===== src/design/generational_slot_allocator_macros.svh =====
// ---------------------------------------------------------------------------
// Generational slot allocator assertion macros
// Concurrent check wrappers on clk with the asynchronous reset arst_n.
// ---------------------------------------------------------------------------
`ifndef GENERATIONAL_SLOT_ALLOCATOR_MACROS_SVH
`define GENERATIONAL_SLOT_ALLOCATOR_MACROS_SVH

// Same-cycle implication.
`define GSA_ASSERT_NOW(lbl, ante, cons, msg) \
	lbl: assert property (@(posedge clk) disable iff (!arst_n) (ante) |-> (cons)) \
		else $error(msg);

// Next-cycle implication.
`define GSA_ASSERT_NEXT(lbl, ante, cons, msg) \
	lbl: assert property (@(posedge clk) disable iff (!arst_n) (ante) |=> (cons)) \
		else $error(msg);

`endif


===== src/design/gsa_pkg.sv =====
`default_nettype none
// ---------------------------------------------------------------------------
// gsa_pkg
// Types, codes and field widths shared by the slot allocator.
// ---------------------------------------------------------------------------
package gsa_pkg;

	localparam int GSA_SLOTS    = 64;
	localparam int GSA_GEN_BITS = 16;

	// word field widths
	localparam int IDX_W    = 8;
	localparam int TAG_W    = 16;
	localparam int OUT_SLOT_W = 6;
	localparam int OUT_GEN_W  = 16;
	localparam int OUT_HW_W   = 7;

	localparam int S_DATA_W = 24; // slot_index + generation_tag
	localparam int S_USER_W = 1;  // operation
	localparam int M_DATA_W = 32; // slot_number + slot_generation + high_water, padded
	localparam int M_USER_W = 2;  // status

	typedef enum logic {
		OP_ALLOC   = 1'b0,
		OP_RELEASE = 1'b1
	} gsa_op_t;

	typedef enum logic [1:0] {
		STAT_ALLOCATED = 2'd0,
		STAT_FULL      = 2'd1,
		STAT_RELEASED  = 2'd2,
		STAT_STALE     = 2'd3
	} gsa_status_t;

	typedef enum logic {
		FSM_IDLE = 1'b0,
		FSM_EXEC = 1'b1
	} gsa_state_t;

endpackage
`default_nettype wire


===== src/design/gsa_ram.sv =====
`default_nettype none
// ---------------------------------------------------------------------------
// gsa_ram
// Generic single-write, single-read RAM with registered read data.
// ---------------------------------------------------------------------------
module gsa_ram #(
	parameter int WIDTH = 16,
	parameter int DEPTH = 64
) (
	input  wire logic                     clk,
	input  wire logic                     we,
	input  wire logic [$clog2(DEPTH)-1:0] waddr,
	input  wire logic [WIDTH-1:0]         wdata,
	input  wire logic [$clog2(DEPTH)-1:0] raddr,
	output logic      [WIDTH-1:0]         rdata
);

	logic [WIDTH-1:0] mem [DEPTH];

	always_ff @(posedge clk) begin
		if (we) begin
			mem[waddr] <= wdata;
		end
		rdata <= mem[raddr];
	end

endmodule
`default_nettype wire


===== src/design/generational_slot_allocator.sv =====
`default_nettype none
// ---------------------------------------------------------------------------
// generational_slot_allocator
// Slot table with active bits and per-slot generation counters.
// ---------------------------------------------------------------------------
// Usage:
//   Input words arrive on the s_ group. s_tuser carries the operation
//   (allocate or release); s_tdata carries the slot to release and the
//   generation the releaser holds. Allocate takes the lowest free slot and
//   bumps its generation; release frees a slot whose generation matches.
//   Result words leave on the m_ group: m_tuser holds the status, m_tdata
//   the slot, its generation and the high-water mark.
//   Each word is handled in a read step and then an execute step. The read
//   step reads the generation memory (address from the lowest-free encoder
//   or the request), the execute step modifies and writes it back; the next
//   word is not accepted until that write is done, so no forwarding is
//   needed.
//   The result waits in an output register; when the receiver stalls, hold
//   the result and drop s_tready until the register is taken (a new word is
//   accepted in the same cycle the old result leaves).
//   Reset clears every active bit, the high-water mark and a written bit
//   per slot; a slot never written reads as generation zero, so there is no
//   clearing pass and the block is ready in the first cycle after reset.
// ---------------------------------------------------------------------------
module generational_slot_allocator #(
	parameter int SLOTS    = gsa_pkg::GSA_SLOTS,
	parameter int GEN_BITS = gsa_pkg::GSA_GEN_BITS
) (
	input  wire logic                          clk,
	input  wire logic                          arst_n,
	// slave side
	input  wire logic                          s_tvalid,
	output logic                               s_tready,
	input  wire logic [gsa_pkg::S_DATA_W-1:0]  s_tdata,  // [7:0] slot_index, [23:8] generation_tag
	input  wire logic [gsa_pkg::S_USER_W-1:0]  s_tuser,  // [0] operation
	// master side
	output logic                               m_tvalid,
	input  wire logic                          m_tready,
	output logic      [gsa_pkg::M_DATA_W-1:0]  m_tdata,  // [5:0] slot_number, [21:6] slot_generation,
	                                                     // [28:22] high_water, [31:29] zero
	output logic      [gsa_pkg::M_USER_W-1:0]  m_tuser   // [1:0] status
);

	import gsa_pkg::*;

	`include "generational_slot_allocator_macros.svh"

	localparam int SLOT_W   = $clog2(SLOTS);
	localparam int HW_W     = $clog2(SLOTS + 1);
	localparam int CMP_W    = (GEN_BITS > TAG_W) ? GEN_BITS : TAG_W;
	localparam int SLOT_PAD = (SLOT_W > OUT_SLOT_W) ? SLOT_W : OUT_SLOT_W;
	localparam int HW_PAD   = (HW_W > OUT_HW_W) ? HW_W : OUT_HW_W;

	// Control state
	gsa_state_t            state_q, state_nx;
	logic [SLOTS-1:0]      slot_active_q;
	logic [SLOTS-1:0]      slot_written_q;
	logic [HW_W-1:0]       hw_q;

	// Request captured at the read cycle
	gsa_op_t               op_s1;
	logic [TAG_W-1:0]      tag_s1;
	logic [SLOT_W-1:0]     addr_s1;
	logic                  in_range_s1;
	logic                  full_s1;
	logic                  written_s1;

	// Result register
	logic                  m_tvalid_q;
	logic [M_DATA_W-1:0]   m_tdata_q;
	logic [M_USER_W-1:0]   m_tuser_q;

	logic                  accept;
	logic                  exec_en;

	// Input word fields
	gsa_op_t               in_op;
	logic [IDX_W-1:0]      in_idx;
	logic [TAG_W-1:0]      in_tag;

	assign in_op  = gsa_op_t'(s_tuser[0]);
	assign in_idx = s_tdata[IDX_W-1:0];
	assign in_tag = s_tdata[IDX_W +: TAG_W];

	// Lowest free slot
	logic [SLOT_W-1:0]     free_idx;
	logic                  any_free;

	always_comb begin
		free_idx = '0;
		for (int i = SLOTS - 1; i >= 0; i--) begin
			if (!slot_active_q[i]) begin
				free_idx = SLOT_W'(i);
			end
		end
	end

	assign any_free = ~&slot_active_q;

	// Generation memory
	logic [SLOT_W-1:0]     raddr;
	logic [GEN_BITS-1:0]   ram_rdata;
	logic                  ram_we;
	logic [GEN_BITS-1:0]   gen_new;

	assign raddr = (in_op == OP_RELEASE) ? in_idx[SLOT_W-1:0] : free_idx;

	gsa_ram #(
		.WIDTH (GEN_BITS),
		.DEPTH (SLOTS)
	) u_gen_ram (
		.clk   (clk),
		.we    (ram_we),
		.waddr (addr_s1),
		.wdata (gen_new),
		.raddr (raddr),
		.rdata (ram_rdata)
	);

	// Next state
	always_comb begin
		state_nx = state_q;
		case (state_q)
			FSM_IDLE: begin
				if (accept) begin
					state_nx = FSM_EXEC;
				end
			end
			FSM_EXEC: begin
				state_nx = FSM_IDLE;
			end
			default: begin
				state_nx = FSM_IDLE;
			end
		endcase
	end

	// State outputs: take a word only when idle and the result register is
	// free or being emptied this cycle
	always_comb begin
		s_tready = 1'b0;
		exec_en  = 1'b0;
		case (state_q)
			FSM_IDLE: begin
				s_tready = !m_tvalid_q || m_tready;
			end
			FSM_EXEC: begin
				exec_en = 1'b1;
			end
			default: begin
				s_tready = 1'b0;
			end
		endcase
	end

	assign accept = s_tvalid && s_tready;

	// Execute: modify the generation and build the result word
	logic [GEN_BITS-1:0]   gen_rd;
	logic                  gen_match;
	gsa_status_t           res_status;
	logic [SLOT_W-1:0]     res_slot;
	logic [GEN_BITS-1:0]   res_gen;
	logic                  do_alloc;
	logic                  do_release;
	logic                  raise_hw;
	logic [HW_W-1:0]       hw_next;

	assign gen_rd    = written_s1 ? ram_rdata : '0;
	assign gen_new   = gen_rd + GEN_BITS'(1);
	assign gen_match = (CMP_W'(gen_rd) == CMP_W'(tag_s1));
	assign do_alloc   = exec_en && (op_s1 == OP_ALLOC) && !full_s1;
	assign do_release = exec_en && (op_s1 == OP_RELEASE) && in_range_s1 && gen_match;
	assign ram_we    = do_alloc;
	assign raise_hw  = HW_W'(addr_s1) >= hw_q;
	assign hw_next   = (do_alloc && raise_hw) ? (HW_W'(addr_s1) + HW_W'(1)) : hw_q;

	always_comb begin
		res_status = STAT_STALE;
		res_slot   = '0;
		res_gen    = '0;
		if (op_s1 == OP_ALLOC) begin
			if (full_s1) begin
				res_status = STAT_FULL;
			end else begin
				res_status = STAT_ALLOCATED;
				res_slot   = addr_s1;
				res_gen    = gen_new;
			end
		end else if (in_range_s1 && gen_match) begin
			res_status = STAT_RELEASED;
			res_slot   = addr_s1;
			res_gen    = gen_rd;
		end
	end

	// Capture the request while the memory reads
	always_ff @(posedge clk) begin
		if (accept) begin
			op_s1       <= in_op;
			tag_s1      <= in_tag;
			addr_s1     <= raddr;
			in_range_s1 <= ({1'b0, in_idx} < (IDX_W + 1)'(SLOTS));
			full_s1     <= !any_free;
			written_s1  <= slot_written_q[raddr];
		end
	end

	// Table state and FSM
	always_ff @(posedge clk or negedge arst_n) begin
		if (!arst_n) begin
			state_q        <= FSM_IDLE;
			slot_active_q  <= '0;
			slot_written_q <= '0;
			hw_q           <= '0;
		end else begin
			state_q <= state_nx;
			hw_q    <= hw_next;
			if (do_alloc) begin
				slot_active_q[addr_s1]  <= 1'b1;
				slot_written_q[addr_s1] <= 1'b1;
			end
			if (do_release) begin
				slot_active_q[addr_s1] <= 1'b0;
			end
		end
	end

	// Result register: load at execute, drop once taken
	always_ff @(posedge clk or negedge arst_n) begin
		if (!arst_n) begin
			m_tvalid_q <= 1'b0;
		end else if (exec_en) begin
			m_tvalid_q <= 1'b1;
		end else if (m_tready) begin
			m_tvalid_q <= 1'b0;
		end
	end

	always_ff @(posedge clk) begin
		if (exec_en) begin
			m_tuser_q <= res_status;
			m_tdata_q <= {3'b000,
				OUT_HW_W'(HW_PAD'(hw_next)),
				OUT_GEN_W'(CMP_W'(res_gen)),
				OUT_SLOT_W'(SLOT_PAD'(res_slot))};
		end
	end

	assign m_tvalid = m_tvalid_q;
	assign m_tdata  = m_tdata_q;
	assign m_tuser  = m_tuser_q;

	// Checks
	`GSA_ASSERT_NEXT(a_accept_exec, accept, state_q == FSM_EXEC,
		"accepted word did not move to execute")
	`GSA_ASSERT_NEXT(a_exec_result, exec_en, m_tvalid_q,
		"execute cycle left no result word")
	`GSA_ASSERT_NOW(a_hw_bound, 1'b1, hw_q <= HW_W'(SLOTS),
		"high-water mark beyond slot count")

endmodule
`default_nettype wire


===== config.mk =====
export PLATFORM = sky130hd
export DESIGN_NAME = generational_slot_allocator
export DESIGN_NICKNAME = d
export VERILOG_FILES = /design/src/design/gsa_pkg.sv /design/src/design/gsa_ram.sv /design/src/design/generational_slot_allocator.sv
export VERILOG_INCLUDE_DIRS = /design/src /design/src/design
export SDC_FILE = /design/constraint.sdc
export NUM_CORES = 2
export LEC_CHECK = 0
export BUFFER_PORTS_ARGS = -buffer_cell sky130_fd_sc_hd__buf_4
export CAP_MARGIN = 5
export CORE_ASPECT_RATIO = 1.75
export CORE_MARGIN = 2
export CORE_UTILIZATION = 55
export CTS_BUF_LIST = sky130_fd_sc_hd__clkbuf_8
export DETAILED_ROUTE_END_ITERATION = 12
export PLACE_DENSITY = 0.71
export SETUP_SLACK_MARGIN = 0.5
export SLEW_MARGIN = 20
export SYNTH_ARGS = -nofsm -noshare
export SYNTH_HDL_FRONTEND = slang
export SYNTH_HIERARCHICAL = 1
export SYNTH_SLANG_ARGS = --single-unit

===== constraint.sdc =====
create_clock -name clk -period 5.6 [get_ports clk]
set_input_delay 1.4 -clock clk [delete_from_list [all_inputs] [get_ports clk]]
set_output_delay 1.4 -clock clk [all_outputs]
set_load 0.02 [all_outputs]

==> Word-level counts from Yosys, hierarchy flattened <==
Memory sizes are Yosys's and may differ from the RTL's. A register that Yosys moved wholly into a read port is not among the register bits.
Cells that the tools add are included.
Widths: inputs -> output; s select.
{ "totals": {"ff_bits": 194, "latch_bits": 0, "ram_bits": 1024, "rom_bits": 0, "input_bits": 29, "out_inout_bits": 36, "wordCells": 132, "n_memories": 1} }
{ "classes": {"add_sub_neg": 2, "multipliers": 0, "n_div": 0, "magnitude_cmp": 5, "eq_ne": 1, "n_shift": 0, "mux": 90, "bitwise_logic": 6, "reduce_logical": 14} }
{ "mem_list": {"columns": ["memory", "words", "word_bits", "rd", "rd_clocked_by_memory_dff", "write_ports", "line_no", "source"], "rows": [
  ["u_gen_ram.mem", 64, 16, 1, 1, 1, "gsa_ram.sv:18", "logic [WIDTH-1:0] mem [DEPTH];"]
]} }
{ "ops": {"columns": ["cell", "count"], "rows": [
  ["$mux 6", 68],
  ["$mux 64", 2],
  ["$or 64x64->64", 2],
  ["$and 64x64->64", 1],
  ["$mux 16", 4],
  ["$not 64->64", 1],
  ["$reduce_and 64->1", 1],
  ["$add 16x1->16 const B", 1],
  ["$eq 16x16->1", 1],
  ["$lt 6x7->1 const B", 2],
  ["$mux 1", 11],
  ["$logic_and 1x1->1", 9],
  ["$lt 8x7->1 const B", 1],
  ["$add 6x1->7 const B", 1],
  ["$ge 6x7->1", 1],
  ["$mux 7", 1],
  ["$bmux 1 s6", 1],
  ["$demux 1 s6", 1],
  ["$ge 6x1->1 const B", 1],
  ["$logic_not 1->1", 2],
  ["$mux 2", 1],
  ["$not 1->1", 2],
  ["$pmux 1 s2", 1],
  ["$reduce_bool 2->1", 1],
  ["$logic_or 1x1->1", 1]
]} }

==> Depth between registers and ports, before layout <==
{ "logic_depth": {"depth_word": 67, "ltp_mapped": 19, "mapped_depth_nobuf": 12} }

==> Modules after synthesis <==
The synthesis kept the hierarchy.
{ "by_module_without_submodules": {"columns": ["module", "instances", "cells_per_inst", "area_per_inst_um2"], "rows": [
  ["gsa_ram", 1, 1829, 40042.2],
  ["generational_slot_allocator", 1, 968, 9545.4]
]} }

==> Worst setup path before layout <==
No wires, ideal clock.
{ "synth_path": {"path_kind": "reg2reg", "from": "register written_s1", "to": "memory u_gen_ram.mem[0][14] (data pin)", "setup_time_ps": 542, "arrival_time_ps": 4073, "path_slack_ps": 985, "stages_incl_launch_ff": 10, "path_buffers": 0, "cell_sequence": "edfxtp_1 > nand2_1 > inv_1 > ha_1 > nand4_1 > nor2_1 > and4_1 > and3_1 > nand3_1 > xor2_1"} }
{ "synth_between": {"elab_chain_cells": 2} }
{ "synth_rtl": {"columns": ["item", "line_no", "source"], "rows": [
  ["start, declared", "generational_slot_allocator.sv:66", "logic written_s1;"],
  ["start signal, assigned", "generational_slot_allocator.sv:205", "written_s1 <= slot_written_q[raddr];"],
  ["$mux 16", "generational_slot_allocator.sv:169", "assign gen_rd = written_s1 ? ram_rdata : '0;"],
  ["$add 16x1->16", "generational_slot_allocator.sv:170", "assign gen_new = gen_rd + GEN_BITS'(1);"],
  ["named net gen_new[14]", "generational_slot_allocator.sv:104", "logic [GEN_BITS-1:0] gen_new;"],
  ["end, declared", "gsa_ram.sv:18", null]
]} }
The timed path passes the listed nets, and every way through them passes these cells.

==> Worst setup path in the final report <==
{ "layout_path": {"from": "register slot_active_q[63]", "to": "register u_gen_ram.rdata[5], read port of u_gen_ram.mem"} }
{ "layout_between": {"elab_chain_cells": 65} }
{ "layout_rtl": {"columns": ["item", "line_no", "source"], "rows": [
  ["start, declared", "generational_slot_allocator.sv:56", "logic [SLOTS-1:0] slot_active_q;"],
  ["start signal, assigned", "generational_slot_allocator.sv:213", "slot_active_q <= '0;"],
  ["start signal, assigned by index", "generational_slot_allocator.sv:220", "slot_active_q[addr_s1] <= 1'b1;"],
  ["start signal, assigned by index", "generational_slot_allocator.sv:224", "slot_active_q[addr_s1] <= 1'b0;"],
  ["$mux 6 (64 in series)", "generational_slot_allocator.sv:92", "if (!slot_active_q[i]) begin"],
  ["$mux 6", "generational_slot_allocator.sv:106", "assign raddr = (in_op == OP_RELEASE) ? in_idx[SLOT_W-1:0] : free_idx;"],
  ["named net raddr[3]", "generational_slot_allocator.sv:101", "logic [SLOT_W-1:0] raddr;"],
  ["end, declared", "gsa_ram.sv:15", "output logic [WIDTH-1:0] rdata"]
]} }
The timed path passes the listed nets, and every way through them passes these cells.
A chain may end at the register's enable or synchronous reset.

==> results.yml <==
outcome:
  status: "finished clean"
synth:
  syn_area_per_cell_um2: 17.7
  synth_edf_count: 1081
  ys_seq_area_frac: 0.730
  yosys_warnings: 6
  synth_flop_cell: "edfxtp_1"
  yosys.area_share.simple: 0.0511
  yosys-top-cells-area: "edfxtp_1 (65%), mux4_2 (10%), dfrtp_1 (6.9%)"
  synth-compound-area-share: 0.0644
  synth_cells: 2797
  synth_xor_area_frac: 0.00424
  synth_top_area_frac: 0.655
  synth.most_common_cell: "edfxtp_1"
  synth_seq_cells: 1234
  ys_types: 87
  synth_largest_area_cell: "edfxtp_1"
  synth_top_family_by_area: "multiplexers"
  ys_async_sr_fraction: 0.111
  netlist_area_um2: 49600
  synth_fa_ha_area_frac: 0.00202
  synth_common_cells: "edfxtp_1 (1081), mux4_2 (220), a21oi_1 (169), nand2_1 (160), dfrtp_1 (137)"
  synth_mux_area_frac: 0.126
setup_path:
  timing.critical_path.cells: "and4_1 > a211oi_1 > o211ai_1 > a21o_1 > inv_1 > buf_4 > nand2_1 > a41oi_1 > o21ai_0 > and4_1"
  cp-start-kind: "flop"
  end_kind: "flop"
  cp_top_family: "compound AO/OA/AOI/OAI gates"
  rr_endpoint: "u_gen_ram/rdata[5]$_DFF_P_"
  critical_path_buf_inv_count: 2
  worstSetupPathType: "reg -> reg"
  r2r_start: "slot_active_q[63]$_DFF_PN0_"
  max_stage_delay_ns: 0.54
  rrSetupSlack_ns: 1.26
  cp.arrival_ns: 5.09
  slowest_stage: "dfrtp_1"
  required_ns: 6.35
  crit_path_max_fanout: 16
  cp_common_cell: "and4_1"
  reg2reg_depth: 10
min_path:
  hold_path_depth: 1
  holdCritPathClass: "reg -> reg"
  hp-start: "slot_written_q[5]$_DFFE_PN0P_"
  min_to: "slot_written_q[5]$_DFFE_PN0P_"
cts:
  postCtsSetupBuffers: 0
  cts_max_level: 4
  clkTransAtPathRegs_ns: 0.08
  cts_sinks: 1234
  clockBufferDepth: 3
  cts-hold-fix-buffers: 0
  cts_buffers: 167
  cts-root-buf: "clkbuf_8"
  clock_latency_ns: 0.86
  ctsResizeCount: 0
  cts_tree: "yes"
global_routing:
  grtUsageTotal: 0.279
  gr-total-overflow: 0
  antenna_found_initial: 5
  grt_max_degree: 76
  grt_pass1_vias: 29100
  grt_pass1_wl_um: 187000
timing:
  worst_pin_slew_ns: 1.19
  fmax_mhz: 230
  setup_viol: 0
  setup_tns_ns: 0
  period_share: 0.775
  rsz0062_at_grt: "false"
  relSlewSlack: 0.208
  finClkSkew_ns: 0.0341
  hold_viol: 0
  post-route-min-period_ns: 4.34
  finalMaxSlewViolations: 0
  hold_slack_ns: 0.455
drt:
  viasPerCell: 6.37
  finalWirelength_um: 127000
  drt-initial-drc-count: 2971
  drc: 0
  drtAntennaViolNets: 0
  wl_per_cell_um: 29.1
  first_pass_iters: 7
  vias: 27700
floorplanning:
  design.core.area_um2: 89300
  die_h_um: 401
  die_x_um: 231
  dieArea_um2: 92700
  rows: 145
  initial_core_util: 0.556
  io_pins: 65
placed_design:
  post-dp-hpwl_um: 83200
  port_buffers: 61
  routabilityCongestion: 1.00
layout:
  multiInputGateArea_um2: 12500
  fillers: 6299
  drive_above_1_share: 0.247
  regArea_um2: 36200
  area.growth.synth_to_final_pct: 12.4
  nets: 3077
flow_run:
  drv_cap: 0
power_and_ir_drop:
  p_leak_nw: 19.1
  ir_drop_mv: 0.272
  power_density_nw_per_um2: 347
power breakdown:
group | total (mW) | switching, mW | internal [mW]
Combinational | 1.72 | 1.10 | 0.620
Clock | 7.04 | 3.34 | 3.70
Sequential | 10.6 | 0.194 | 10.4
Total | 19.4 | 4.64 | 14.7
cells in the final DEF (no fill, tap or decap), drive strengths merged, types with 81 or more instances in the layout:
| cell | netlist | routed |
|---|---|---|
| a21oi | 169 | 169 |
| buf | 89 | 231 |
| clkbuf | 70 | 178 |
| dfrtp | 137 | 137 |
| edfxtp | 1081 | 1081 |
| inv | 33 | 81 |
| mux2i | 85 | 85 |
| mux4 | 224 | 224 |
| nand2 | 162 | 162 |
| nor2 | 119 | 119 |
flip-flops by register name (all words and copies together), names as in the netlist:
| register | count |
|---|---|
| op_s1 | 1 |
| addr_s1 | 6 |
| slot_active_q | 64 |
| tag_s1 | 16 |
| m_tvalid | 1 |
| hw_q | 7 |
| m_tdata | 29 |
| m_tuser | 2 |
| state_q | 1 |
| full_s1 | 1 |
| u_gen_ram/mem | 1024 |
| written_s1 | 1 |
| u_gen_ram/rdata | 16 |
| slot_written_q | 64 |
| in_range_s1 | 1 |
cell families (layout without fill, tap and decap cells):
| group | Yosys count | after routing |
|---|---|---|
| DFF | 1234 | 1234 |
| muxes | 337 | 337 |
| and+or+nand+nor | 518 | 518 |
| xor gates and xnor gates | 24 | 24 |
| adders and majority gates | 8 | 8 |
| other | 1 | 6 |
| buffers and inverters | 193 | 568 |
| AOI/OAI and AO/OA | 482 | 482 |
layer usage:
layer | up-vias | share of wire | track usage | wire [µm]
met2 | 1277 | 0.54 | 0.497 | 68200
met3 | 339 | 0.062 | 0.0479 | 7820
met5 | - | 0 | 0 | 0
met4 | 0 | 0.069 | 0.181 | 8810
li1 | 11700 | - | - | -
met1 | 14400 | 0.33 | 0.305 | 42000
cell type report:
| type | instances | share of cell area |
|---|---|---|
| inverter | 34 | 0.00251 |
| timing repair buffer | 231 | 0.0346 |
| multi-input combinational | 1372 | 0.225 |
| antenna | 3 | 0.000135 |
| clock buffer | 178 | 0.0440 |
| sequential | 1234 | 0.650 |
| clock inverter | 125 | 0.0177 |
| tap | 1176 | 0.0264 |
per-stage QoR:
| step | util | area, µm² | cells | total power [mW] | worst slack, ns |
|---|---|---|---|---|---|
| finish | 0.624 | 55700 | 4353 | 19.4 | 1.26 |
| global route | 0.624 | 55700 | 4352 | 19.9 | 1.14 |
| CTS | 0.624 | 55700 | 4350 | 19.4 | 1.33 |
| detailed placement | 0.586 | 52300 | 4047 | 12.5 | 0.567 |
| global placement | 0.585 | 52300 | 4046 | 12.4 | 0.576 |
| floorplan | - | 49600 | 2799 | 11.8 | 0.985 |
how the worst max path moves through the flow:
stage	from	endpoint	slack [ns]	cells past startpoint
final	slot_active_q[63]$_DFF_PN0_	u_gen_ram/rdata[5]$_DFF_P_	1.26	10
after global routing	slot_active_q[63]$_DFF_PN0_	u_gen_ram/rdata[12]$_DFF_P_	1.14	10
after CTS	slot_active_q[63]$_DFF_PN0_	u_gen_ram/rdata[7]$_DFF_P_	1.33	11
after detailed placement	s_tuser	u_gen_ram/rdata[2]$_DFF_P_	0.57	13
after global placement	s_tuser	u_gen_ram/rdata[2]$_DFF_P_	0.58	13
after floorplan	written_s1$_DFFE_PP_	u_gen_ram/mem[0][14]$_DFFE_PP_	0.98	9
No activity file was read; power rests on OpenSTA's default activity.
